$ cat src/design/sha_pkg.sv
// ----------------------------------------------------------------------------
// sha_pkg
// Shared types, constants and round functions for the SHA-256 hasher.
// ----------------------------------------------------------------------------
package sha_pkg;

	typedef logic [31:0] word_t;
	typedef word_t [7:0] hash_t;

	localparam logic [3:0] LEN_HI_WORD = 4'd14;
	localparam logic [3:0] LEN_LO_WORD = 4'd15;
	localparam logic [7:0] PAD_BYTE    = 8'h80;

	typedef struct packed {
		logic pad;
		logic tail;
		logic len;
	} pad_ctrl_t;

	typedef struct packed {
		logic       load;
		logic       run;
		logic [5:0] rnd;
	} core_ctrl_t;

	function automatic word_t iv_word(input logic [2:0] i);
		word_t r;
		case (i)
			3'd0:    r = 32'h6a09e667;
			3'd1:    r = 32'hbb67ae85;
			3'd2:    r = 32'h3c6ef372;
			3'd3:    r = 32'ha54ff53a;
			3'd4:    r = 32'h510e527f;
			3'd5:    r = 32'h9b05688c;
			3'd6:    r = 32'h1f83d9ab;
			default: r = 32'h5be0cd19;
		endcase
		return r;
	endfunction

	function automatic word_t k_const(input logic [5:0] t);
		word_t r;
		case (t)
			6'd0:  r = 32'h428a2f98; 6'd1:  r = 32'h71374491;
			6'd2:  r = 32'hb5c0fbcf; 6'd3:  r = 32'he9b5dba5;
			6'd4:  r = 32'h3956c25b; 6'd5:  r = 32'h59f111f1;
			6'd6:  r = 32'h923f82a4; 6'd7:  r = 32'hab1c5ed5;
			6'd8:  r = 32'hd807aa98; 6'd9:  r = 32'h12835b01;
			6'd10: r = 32'h243185be; 6'd11: r = 32'h550c7dc3;
			6'd12: r = 32'h72be5d74; 6'd13: r = 32'h80deb1fe;
			6'd14: r = 32'h9bdc06a7; 6'd15: r = 32'hc19bf174;
			6'd16: r = 32'he49b69c1; 6'd17: r = 32'hefbe4786;
			6'd18: r = 32'h0fc19dc6; 6'd19: r = 32'h240ca1cc;
			6'd20: r = 32'h2de92c6f; 6'd21: r = 32'h4a7484aa;
			6'd22: r = 32'h5cb0a9dc; 6'd23: r = 32'h76f988da;
			6'd24: r = 32'h983e5152; 6'd25: r = 32'ha831c66d;
			6'd26: r = 32'hb00327c8; 6'd27: r = 32'hbf597fc7;
			6'd28: r = 32'hc6e00bf3; 6'd29: r = 32'hd5a79147;
			6'd30: r = 32'h06ca6351; 6'd31: r = 32'h14292967;
			6'd32: r = 32'h27b70a85; 6'd33: r = 32'h2e1b2138;
			6'd34: r = 32'h4d2c6dfc; 6'd35: r = 32'h53380d13;
			6'd36: r = 32'h650a7354; 6'd37: r = 32'h766a0abb;
			6'd38: r = 32'h81c2c92e; 6'd39: r = 32'h92722c85;
			6'd40: r = 32'ha2bfe8a1; 6'd41: r = 32'ha81a664b;
			6'd42: r = 32'hc24b8b70; 6'd43: r = 32'hc76c51a3;
			6'd44: r = 32'hd192e819; 6'd45: r = 32'hd6990624;
			6'd46: r = 32'hf40e3585; 6'd47: r = 32'h106aa070;
			6'd48: r = 32'h19a4c116; 6'd49: r = 32'h1e376c08;
			6'd50: r = 32'h2748774c; 6'd51: r = 32'h34b0bcb5;
			6'd52: r = 32'h391c0cb3; 6'd53: r = 32'h4ed8aa4a;
			6'd54: r = 32'h5b9cca4f; 6'd55: r = 32'h682e6ff3;
			6'd56: r = 32'h748f82ee; 6'd57: r = 32'h78a5636f;
			6'd58: r = 32'h84c87814; 6'd59: r = 32'h8cc70208;
			6'd60: r = 32'h90befffa; 6'd61: r = 32'ha4506ceb;
			6'd62: r = 32'hbef9a3f7;
			default: r = 32'hc67178f2;
		endcase
		return r;
	endfunction

	function automatic word_t big_sigma0(input word_t x);
		return {x[1:0], x[31:2]} ^ {x[12:0], x[31:13]} ^ {x[21:0], x[31:22]};
	endfunction

	function automatic word_t big_sigma1(input word_t x);
		return {x[5:0], x[31:6]} ^ {x[10:0], x[31:11]} ^ {x[24:0], x[31:25]};
	endfunction

	function automatic word_t sml_sigma0(input word_t x);
		return {x[6:0], x[31:7]} ^ {x[17:0], x[31:18]} ^ {3'b000, x[31:3]};
	endfunction

	function automatic word_t sml_sigma1(input word_t x);
		return {x[16:0], x[31:17]} ^ {x[18:0], x[31:19]} ^ {10'd0, x[31:10]};
	endfunction

endpackage

$ cat src/design/sha_wbuf.sv
// ----------------------------------------------------------------------------
// sha_wbuf
// Block buffer: packs bytes into big-endian words, holds 16 words in a
// synchronous RAM and returns padded schedule words on read.
// ----------------------------------------------------------------------------
module sha_wbuf (
	input  logic               clk,
	input  logic               byte_we,
	input  logic [7:0]         byte_in,
	input  logic [5:0]         fill,
	input  logic [3:0]         rd_addr,
	input  sha_pkg::pad_ctrl_t pad,
	input  logic [63:0]        bits,
	output sha_pkg::word_t     word
);
	import sha_pkg::*;

	word_t      mem_q [16];
	word_t      rdata_s1;
	logic [3:0] addr_s1;
	logic [23:0] acc_q;

	always_ff @(posedge clk) begin
		if (byte_we) begin
			acc_q <= {acc_q[15:0], byte_in};
			if (fill[1:0] == 2'd3) begin
				mem_q[fill[5:2]] <= {acc_q, byte_in};
			end
		end
	end

	always_ff @(posedge clk) begin
		rdata_s1 <= mem_q[rd_addr];
		addr_s1  <= rd_addr;
	end

	// partial word gets the 0x80 marker after the bytes already held
	always_comb begin
		word = rdata_s1;
		if (pad.pad) begin
			if (pad.tail || addr_s1 > fill[5:2]) begin
				word = '0;
			end else if (addr_s1 == fill[5:2]) begin
				case (fill[1:0])
					2'd0:    word = {PAD_BYTE, 24'd0};
					2'd1:    word = {acc_q[7:0], PAD_BYTE, 16'd0};
					2'd2:    word = {acc_q[15:0], PAD_BYTE, 8'd0};
					default: word = {acc_q, PAD_BYTE};
				endcase
			end
			if (pad.len && addr_s1 == LEN_HI_WORD) begin
				word = bits[63:32];
			end
			if (pad.len && addr_s1 == LEN_LO_WORD) begin
				word = bits[31:0];
			end
		end
	end

endmodule

$ cat src/design/sha_core.sv
// ----------------------------------------------------------------------------
// sha_core
// One SHA-256 round per cycle while run is set; rolling 16-word schedule.
// ----------------------------------------------------------------------------
module sha_core (
	input  logic                clk,
	input  sha_pkg::core_ctrl_t ctrl,
	input  sha_pkg::hash_t      chain,
	input  sha_pkg::word_t      w_in,
	output sha_pkg::hash_t      vars
);
	import sha_pkg::*;

	hash_t v_q;
	word_t w_q [16];
	word_t w_calc;
	word_t wt;
	word_t t1;
	word_t t2;
	word_t ch;
	word_t maj;

	assign w_calc = w_q[0] + sml_sigma0(w_q[1]) + w_q[9] + sml_sigma1(w_q[14]);
	assign wt     = (ctrl.rnd[5:4] == 2'd0) ? w_in : w_calc;
	assign ch     = (v_q[4] & v_q[5]) ^ (~v_q[4] & v_q[6]);
	assign maj    = (v_q[0] & v_q[1]) ^ (v_q[0] & v_q[2]) ^ (v_q[1] & v_q[2]);
	assign t1     = v_q[7] + big_sigma1(v_q[4]) + ch + k_const(ctrl.rnd) + wt;
	assign t2     = big_sigma0(v_q[0]) + maj;

	always_ff @(posedge clk) begin
		if (ctrl.load) begin
			v_q <= chain;
		end else if (ctrl.run) begin
			v_q[7] <= v_q[6];
			v_q[6] <= v_q[5];
			v_q[5] <= v_q[4];
			v_q[4] <= v_q[3] + t1;
			v_q[3] <= v_q[2];
			v_q[2] <= v_q[1];
			v_q[1] <= v_q[0];
			v_q[0] <= t1 + t2;
			for (int i = 0; i < 15; i++) begin
				w_q[i] <= w_q[i + 1];
			end
			w_q[15] <= wt;
		end
	end

	assign vars = v_q;

endmodule

$ cat src/design/sha256_message_hasher_unit.sv
// ----------------------------------------------------------------------------
// sha256_message_hasher_unit
// Streaming SHA-256: bytes in, padded and compressed, digest words out.
// ----------------------------------------------------------------------------
//  channel  | dir | tdata               | tuser         | tlast
//  s_axis   | in  | [7:0] data byte     | [0] byte flag | end of message
//  m_axis   | out | [31:0] digest word  | [2:0] index   | last digest word
//
//  A full block is loaded, run through 64 rounds in the round unit and folded
//  into the chain value; end of message adds one or two padding blocks and
//  eight output beats. After reset the chain value holds the initial hash,
//  length and fill zero. s_axis_tready is low while a block compresses or
//  the digest drains; a stalled output beat holds.
// ----------------------------------------------------------------------------
module sha256_message_hasher_unit (
	input  logic        clk,
	input  logic        arst_n,
	input  logic        s_axis_tvalid,
	output logic        s_axis_tready,
	input  logic [7:0]  s_axis_tdata,  // [7:0] data_byte
	input  logic [0:0]  s_axis_tuser,  // [0] byte_valid
	input  logic        s_axis_tlast,
	output logic        m_axis_tvalid,
	input  logic        m_axis_tready,
	output logic [31:0] m_axis_tdata,  // [31:0] digest_word
	output logic [2:0]  m_axis_tuser,  // [2:0] word_index
	output logic        m_axis_tlast
);
	import sha_pkg::*;

	typedef enum logic [4:0] {
		ST_IDLE  = 5'b00001,
		ST_LOAD  = 5'b00010,
		ST_ROUND = 5'b00100,
		ST_FOLD  = 5'b01000,
		ST_OUT   = 5'b10000
	} state_t;

	typedef enum logic [2:0] {
		BLK_DATA = 3'b001,
		BLK_PADA = 3'b010,
		BLK_PADB = 3'b100
	} blk_t;

	state_t      state_q;
	blk_t        kind_q;
	logic        end_q;
	logic [5:0]  fill_q;
	logic [63:0] bits_q;
	logic [5:0]  rnd_q;
	logic [2:0]  idx_q;
	hash_t       chain_q;
	hash_t       vars;
	word_t       w_word;
	logic [3:0]  rd_addr;
	pad_ctrl_t   pad;
	core_ctrl_t  cctl;
	logic        in_beat;
	logic        out_beat;
	logic        byte_we;

	assign s_axis_tready = (state_q == ST_IDLE);
	assign in_beat       = s_axis_tvalid && s_axis_tready;
	assign byte_we       = in_beat && s_axis_tuser[0];
	assign m_axis_tvalid = (state_q == ST_OUT);
	assign out_beat      = m_axis_tvalid && m_axis_tready;
	assign m_axis_tdata  = chain_q[0];
	assign m_axis_tuser  = idx_q;
	assign m_axis_tlast  = (idx_q == 3'd7);

	assign rd_addr = (state_q == ST_LOAD) ? 4'd0 : rnd_q[3:0] + 4'd1;

	assign pad.pad  = (kind_q != BLK_DATA);
	assign pad.tail = (kind_q == BLK_PADB);
	assign pad.len  = (kind_q == BLK_PADB) || (fill_q[5:3] != 3'd7);

	assign cctl.load = (state_q == ST_LOAD);
	assign cctl.run  = (state_q == ST_ROUND);
	assign cctl.rnd  = rnd_q;

	sha_wbuf u_wbuf (
		.clk     (clk),
		.byte_we (byte_we),
		.byte_in (s_axis_tdata),
		.fill    (fill_q),
		.rd_addr (rd_addr),
		.pad     (pad),
		.bits    (bits_q),
		.word    (w_word)
	);

	sha_core u_core (
		.clk   (clk),
		.ctrl  (cctl),
		.chain (chain_q),
		.w_in  (w_word),
		.vars  (vars)
	);

	always_ff @(posedge clk or negedge arst_n) begin
		if (!arst_n) begin
			state_q <= ST_IDLE;
			kind_q  <= BLK_DATA;
			end_q   <= 1'b0;
			fill_q  <= '0;
			bits_q  <= '0;
			rnd_q   <= '0;
			idx_q   <= '0;
			for (int i = 0; i < 8; i++) begin
				chain_q[i] <= iv_word(3'(i));
			end
		end else begin
			unique case (state_q)
				ST_IDLE: begin
					if (in_beat) begin
						if (s_axis_tuser[0]) begin
							fill_q <= fill_q + 6'd1;
							bits_q <= bits_q + 64'd8;
						end
						end_q <= s_axis_tlast;
						if (s_axis_tuser[0] && fill_q == 6'd63) begin
							kind_q  <= BLK_DATA;
							state_q <= ST_LOAD;
						end else if (s_axis_tlast) begin
							kind_q  <= BLK_PADA;
							state_q <= ST_LOAD;
						end
					end
				end
				ST_LOAD: begin
					rnd_q   <= '0;
					state_q <= ST_ROUND;
				end
				ST_ROUND: begin
					rnd_q <= rnd_q + 6'd1;
					if (rnd_q == 6'd63) begin
						state_q <= ST_FOLD;
					end
				end
				ST_FOLD: begin
					for (int i = 0; i < 8; i++) begin
						chain_q[i] <= chain_q[i] + vars[i];
					end
					unique case (kind_q)
						BLK_DATA: begin
							if (end_q) begin
								kind_q  <= BLK_PADA;
								state_q <= ST_LOAD;
							end else begin
								state_q <= ST_IDLE;
							end
						end
						BLK_PADA: begin
							if (fill_q[5:3] == 3'd7) begin
								kind_q  <= BLK_PADB;
								state_q <= ST_LOAD;
							end else begin
								idx_q   <= '0;
								state_q <= ST_OUT;
							end
						end
						default: begin
							idx_q   <= '0;
							state_q <= ST_OUT;
						end
					endcase
				end
				ST_OUT: begin
					if (out_beat) begin
						// shift the digest out, refill with the initial value
						for (int i = 0; i < 7; i++) begin
							chain_q[i] <= chain_q[i + 1];
						end
						chain_q[7] <= iv_word(idx_q);
						idx_q      <= idx_q + 3'd1;
						if (idx_q == 3'd7) begin
							fill_q  <= '0;
							bits_q  <= '0;
							end_q   <= 1'b0;
							state_q <= ST_IDLE;
						end
					end
				end
				default: state_q <= ST_IDLE;
			endcase
		end
	end

	a_no_overlap: assert property (@(posedge clk) disable iff (!arst_n)
		!(s_axis_tready && m_axis_tvalid))
		else $error("input and output active together");

	a_round_end: assert property (@(posedge clk) disable iff (!arst_n)
		(state_q == ST_ROUND && rnd_q == 6'd63) |=> (state_q == ST_FOLD))
		else $error("round count overrun");

	a_chain_restart: assert property (@(posedge clk) disable iff (!arst_n)
		(out_beat && m_axis_tlast) |=> (chain_q[0] == iv_word(3'd0) && fill_q == 6'd0
			&& bits_q == 64'd0))
		else $error("chain not restored after digest");

	a_pad_len: assert property (@(posedge clk) disable iff (!arst_n)
		(state_q == ST_OUT) |-> (kind_q != BLK_DATA))
		else $error("digest after data block");

endmodule

$ cat config.mk
export PLATFORM = sky130hd
export DESIGN_NAME = sha256_message_hasher_unit
export DESIGN_NICKNAME = d
export VERILOG_FILES = /design/src/design/sha_pkg.sv /design/src/design/sha_wbuf.sv /design/src/design/sha_core.sv /design/src/design/sha256_message_hasher_unit.sv
export SDC_FILE = /design/constraint.sdc
export NUM_CORES = 2
export LEC_CHECK = 0
export BUFFER_PORTS_ARGS = -buffer_cell sky130_fd_sc_hd__buf_2
export CAP_MARGIN = 20
export CORE_MARGIN = 8
export CORE_UTILIZATION = 40
export CTS_BUF_LIST = sky130_fd_sc_hd__clkbuf_8 sky130_fd_sc_hd__clkbuf_16
export DETAILED_ROUTE_END_ITERATION = 8
export SKIP_LAST_GASP = 1
export SLEW_MARGIN = 20
export SYNTH_ARGS = -nofsm -noshare
export SYNTH_HDL_FRONTEND = slang
export SYNTH_SLANG_ARGS = --single-unit
$ cat constraint.sdc
create_clock -name clk -period 16.4 [get_ports clk]
set_clock_uncertainty 0.1 [all_clocks]
set_input_delay 2.46 -clock clk [delete_from_list [all_inputs] [get_ports clk]]
set_output_delay 2.46 -clock clk [all_outputs]
set_load 0.005 [all_outputs]
==> flow_summary_export.csv <==
group,metric,value,unit
run_status,outcome,"complete, no violations",
place,hpwl,200,mm
layout,fin_cells,11801,
detailed_routing,vias_per_cell,5.67,
clock_tree,cts.sinks,1681,
sta,slew_violations,0,
critical_path,cp_max_fo,43,
critical_path,critPathTopFamily,"compound AO/OA/AOI/OAI gates",
critical_path,cpMostUsedCell,"a21oi_1",
critical_path,crit_arrival,11830,ps
layout,layout-drive-gt1-share,8.75,%
yosys,syn-num-nets,9327,
yosys,syn-instance-count,8699,
yosys,yosys.area.top_type,"edfxtp_1",
critical_path,worst-path-buf-inv,4,
critical_path,critical_path_class,"reg -> reg",
detailed_routing,dr.pass1.iters,7,
clock_tree,tritoncts,"done",
clock_tree,htree_levels,4,
clock_tree,ctsHoldBuffers,0,
clock_tree,clk_pin_slew,60,ps
critical_path,slowest_delay,850,ps
layout,layout.nets,9220,
min_path,min_path_type,"reg -> reg",
clock_tree,clockBufferDepth,3,
critical_path,reg2reg_slack,5030,ps
yosys,ys_seq_area_share,52.2,%
yosys,async_reset_ff_share,20.3,%
clock_tree,postCtsSetupBuffers,0,
layout,area_delta_synth_final,10.6,%
detailed_routing,post-route-drc-count,0,
yosys,synth_warnings,0,
clock_tree,clockRootBuffer,"clkbuf_16",
place,dpl_cell_area,96500,sq um
sta,fin_crit,11370,ps
die,die_w,498,microns
clock_tree,clock_latency,880,ps
min_path,hold_path_depth,0,
layout,fillers,21452,
critical_path,cp-end-kind,"flip-flop",
yosys,synthFlopType,"edfxtp_1",
clock_tree,cts_resized,0,
grt,grt_use_total,22.4,%
yosys,ys_ff_latch,1681,
die,ioPinCount,52,
critical_path,r2r_end,"u_core.vars[31]",
clock_tree,cts_made_buffers,186,
critical_path,regToRegStartpoint,"u_wbuf.addr_s1[0]",
layout,register_area,48600,sq um
job,max_cap_violations,0,
place,port_buffers,51,
critical_path,worst_path_max_delay_cell,"a2111oi_0",
detailed_routing,finalWirelength,289,mm
die,start_util,40.1,%
sta,max_freq,87.9,MHz
yosys,synth_cell_types,99,
grt,antenna_found_initial,6,
yosys,netlist_area,93100,sq um
detailed_routing,wire_per_inst,24.5,microns
yosys,synth_edf_count,1304,
detailed_routing,ant_nets,0,
grt,grt_pass1_wl,428,mm
grt,first_global_vias,64119,
place,routabilityCongestion,0.966,
critical_path,worstRegToRegCells,37,
sta,worstMarginPinSlew,1180,ps
sta,timing.hold.ws,257,ps
grt,grt-ovfl-total,0,
sta,maxSlewHeadroom,20.7,%
yosys,synth_top_cells_by_area,"edfxtp_1, ha_1, dfrtp_1",
sta,hold_viol_final,0,
place,dp.cells,11447,
layout,multi_input_area,41300,sq um
sta,post-route-period-util,69.4,%
sta,setup_viol,0,
die,coreArea,232000,sq um
critical_path,start_kind,"flip-flop",
yosys,synth_top_area_share,42.1,%
yosys,syn_area_per_cell,10.7,sq um
min_path,min_from,"u_core.w_q[10][15]",
min_path,holdPathEnd,"u_core.w_q[9][15]",
sta,fin_tns_setup,0,ps
die,num_rows,177,
sta,rsz0062_at_grt,"no",
detailed_routing,route.vias.total,66860,
die,fp.dieH,498,microns
yosys,synth_common_cells,"edfxtp_1, nand2_1, a21oi_1",
yosys,synth_most_common_cell,"edfxtp_1",
critical_path,required,16860,ps
layout,design_area,103000,sq um
grt,grt_max_degree,190,
detailed_routing,first_iter_violations,7096,
die,die-area,248000,sq um
final cells by class:
type	count	share of cell area, %
diodes	7	0.0170
clock buffers	199	4.70
multi-input cells	6149	40.1
clock inverters	148	1.59
well taps	3043	3.70
flip-flops and latches	1681	47.2
inverters	408	1.51
repair buffers	166	1.14
worst max-delay path by stage:
stage                                  from               to  cells after the start
after floorplan                  state_q[0]   u_core.vars[0]                      5
after global placement    u_wbuf.addr_s1[0]  u_core.vars[31]                     37
after detailed placement  u_wbuf.addr_s1[0]  u_core.vars[31]                     37
after CTS                 u_wbuf.addr_s1[0]  u_core.vars[31]                     37
after global routing      u_wbuf.addr_s1[0]  u_core.vars[31]                     36
final                     u_wbuf.addr_s1[0]  u_core.vars[31]                     37
per-layer routing:
| metal | GRT usage [%] | up-vias | share of wire [%] |
|---|---|---|---|
| met1 | 32.1 | 33069 | 45 |
| met2 | 34.8 | 2494 | 45 |
| met4 | 7.66 | 4 | 3.8 |
| met3 | 3.60 | 446 | 7.0 |
| li1 | - | 30847 | - |
| met5 | 0 | - | 0.0073 |
worst reg2reg max path: cells and delay by family (launching register included):
family / cells / cell delay [ps]
flops: 1 / 790
simple gates: 4 / 1030
xor+xnor: 3 / 670
compound gates: 20 / 5170
fa+ha+maj: 6 / 2550
buf+inv: 4 / 740
sequential cells by signal (all words and copies together) (netlist names):
register / count
rnd_q: 6
u_wbuf.rdata_s1: 32
end_q: 1
fill_q: 6
m_axis_tuser: 3
u_core.vars: 256
bits_q: 61
u_wbuf.mem_q: 512
u_wbuf.acc_q: 24
chain_q: 224
state_q: 5
kind_q: 3
u_core.w_q: 512
u_wbuf.addr_s1: 4
m_axis_tdata: 32
cell families after synthesis:
logic type      count (synthesis)  synth area share, %
mux                           197                 2.34
fa+ha+maj                     632                 10.0
buf+inv                       869                 3.63
compound gates               2162                 14.2
flops                        1681                 52.2
simple gates                 2545                 11.8
xor+xnor                      613                 5.77
placed cells by master (no fill, tap or decap), drive strengths merged, types with 48 or more instances in the layout:
cell | synthesis | final
buf | 66 | 166
edfxtp | 1304 | 1304
nor2b | 64 | 64
xnor2 | 420 | 420
nand2 | 1280 | 1280
nand2b | 67 | 67
inv | 406 | 455
o21a | 71 | 71
o21ai | 586 | 586
nor2 | 604 | 604
xor2 | 193 | 193
mux2i | 96 | 96
and2 | 48 | 48
a31oi | 98 | 98
and3 | 81 | 81
a21o | 172 | 172
fa | 195 | 195
mux2 | 94 | 94
a211oi | 85 | 85
clkinv | 2 | 69
nor3 | 107 | 107
dfstp | 138 | 138
ha | 419 | 419
a21oi | 740 | 740
dfrtp | 203 | 203
clkbuf | 395 | 199
nand3 | 141 | 141
o21bai | 48 | 48
per-stage QoR:
step                      utilization, %  setup slack, ps
after floorplan                        -             2860
after global placement              41.6             5360
after detailed placement            41.6             5320
after CTS                           44.3             5300
after global routing                44.3             4520
final                               44.4             5030
Power is not shown: default switching activity piles up to over one toggle a cycle in this logic, so the estimate is an artifact.
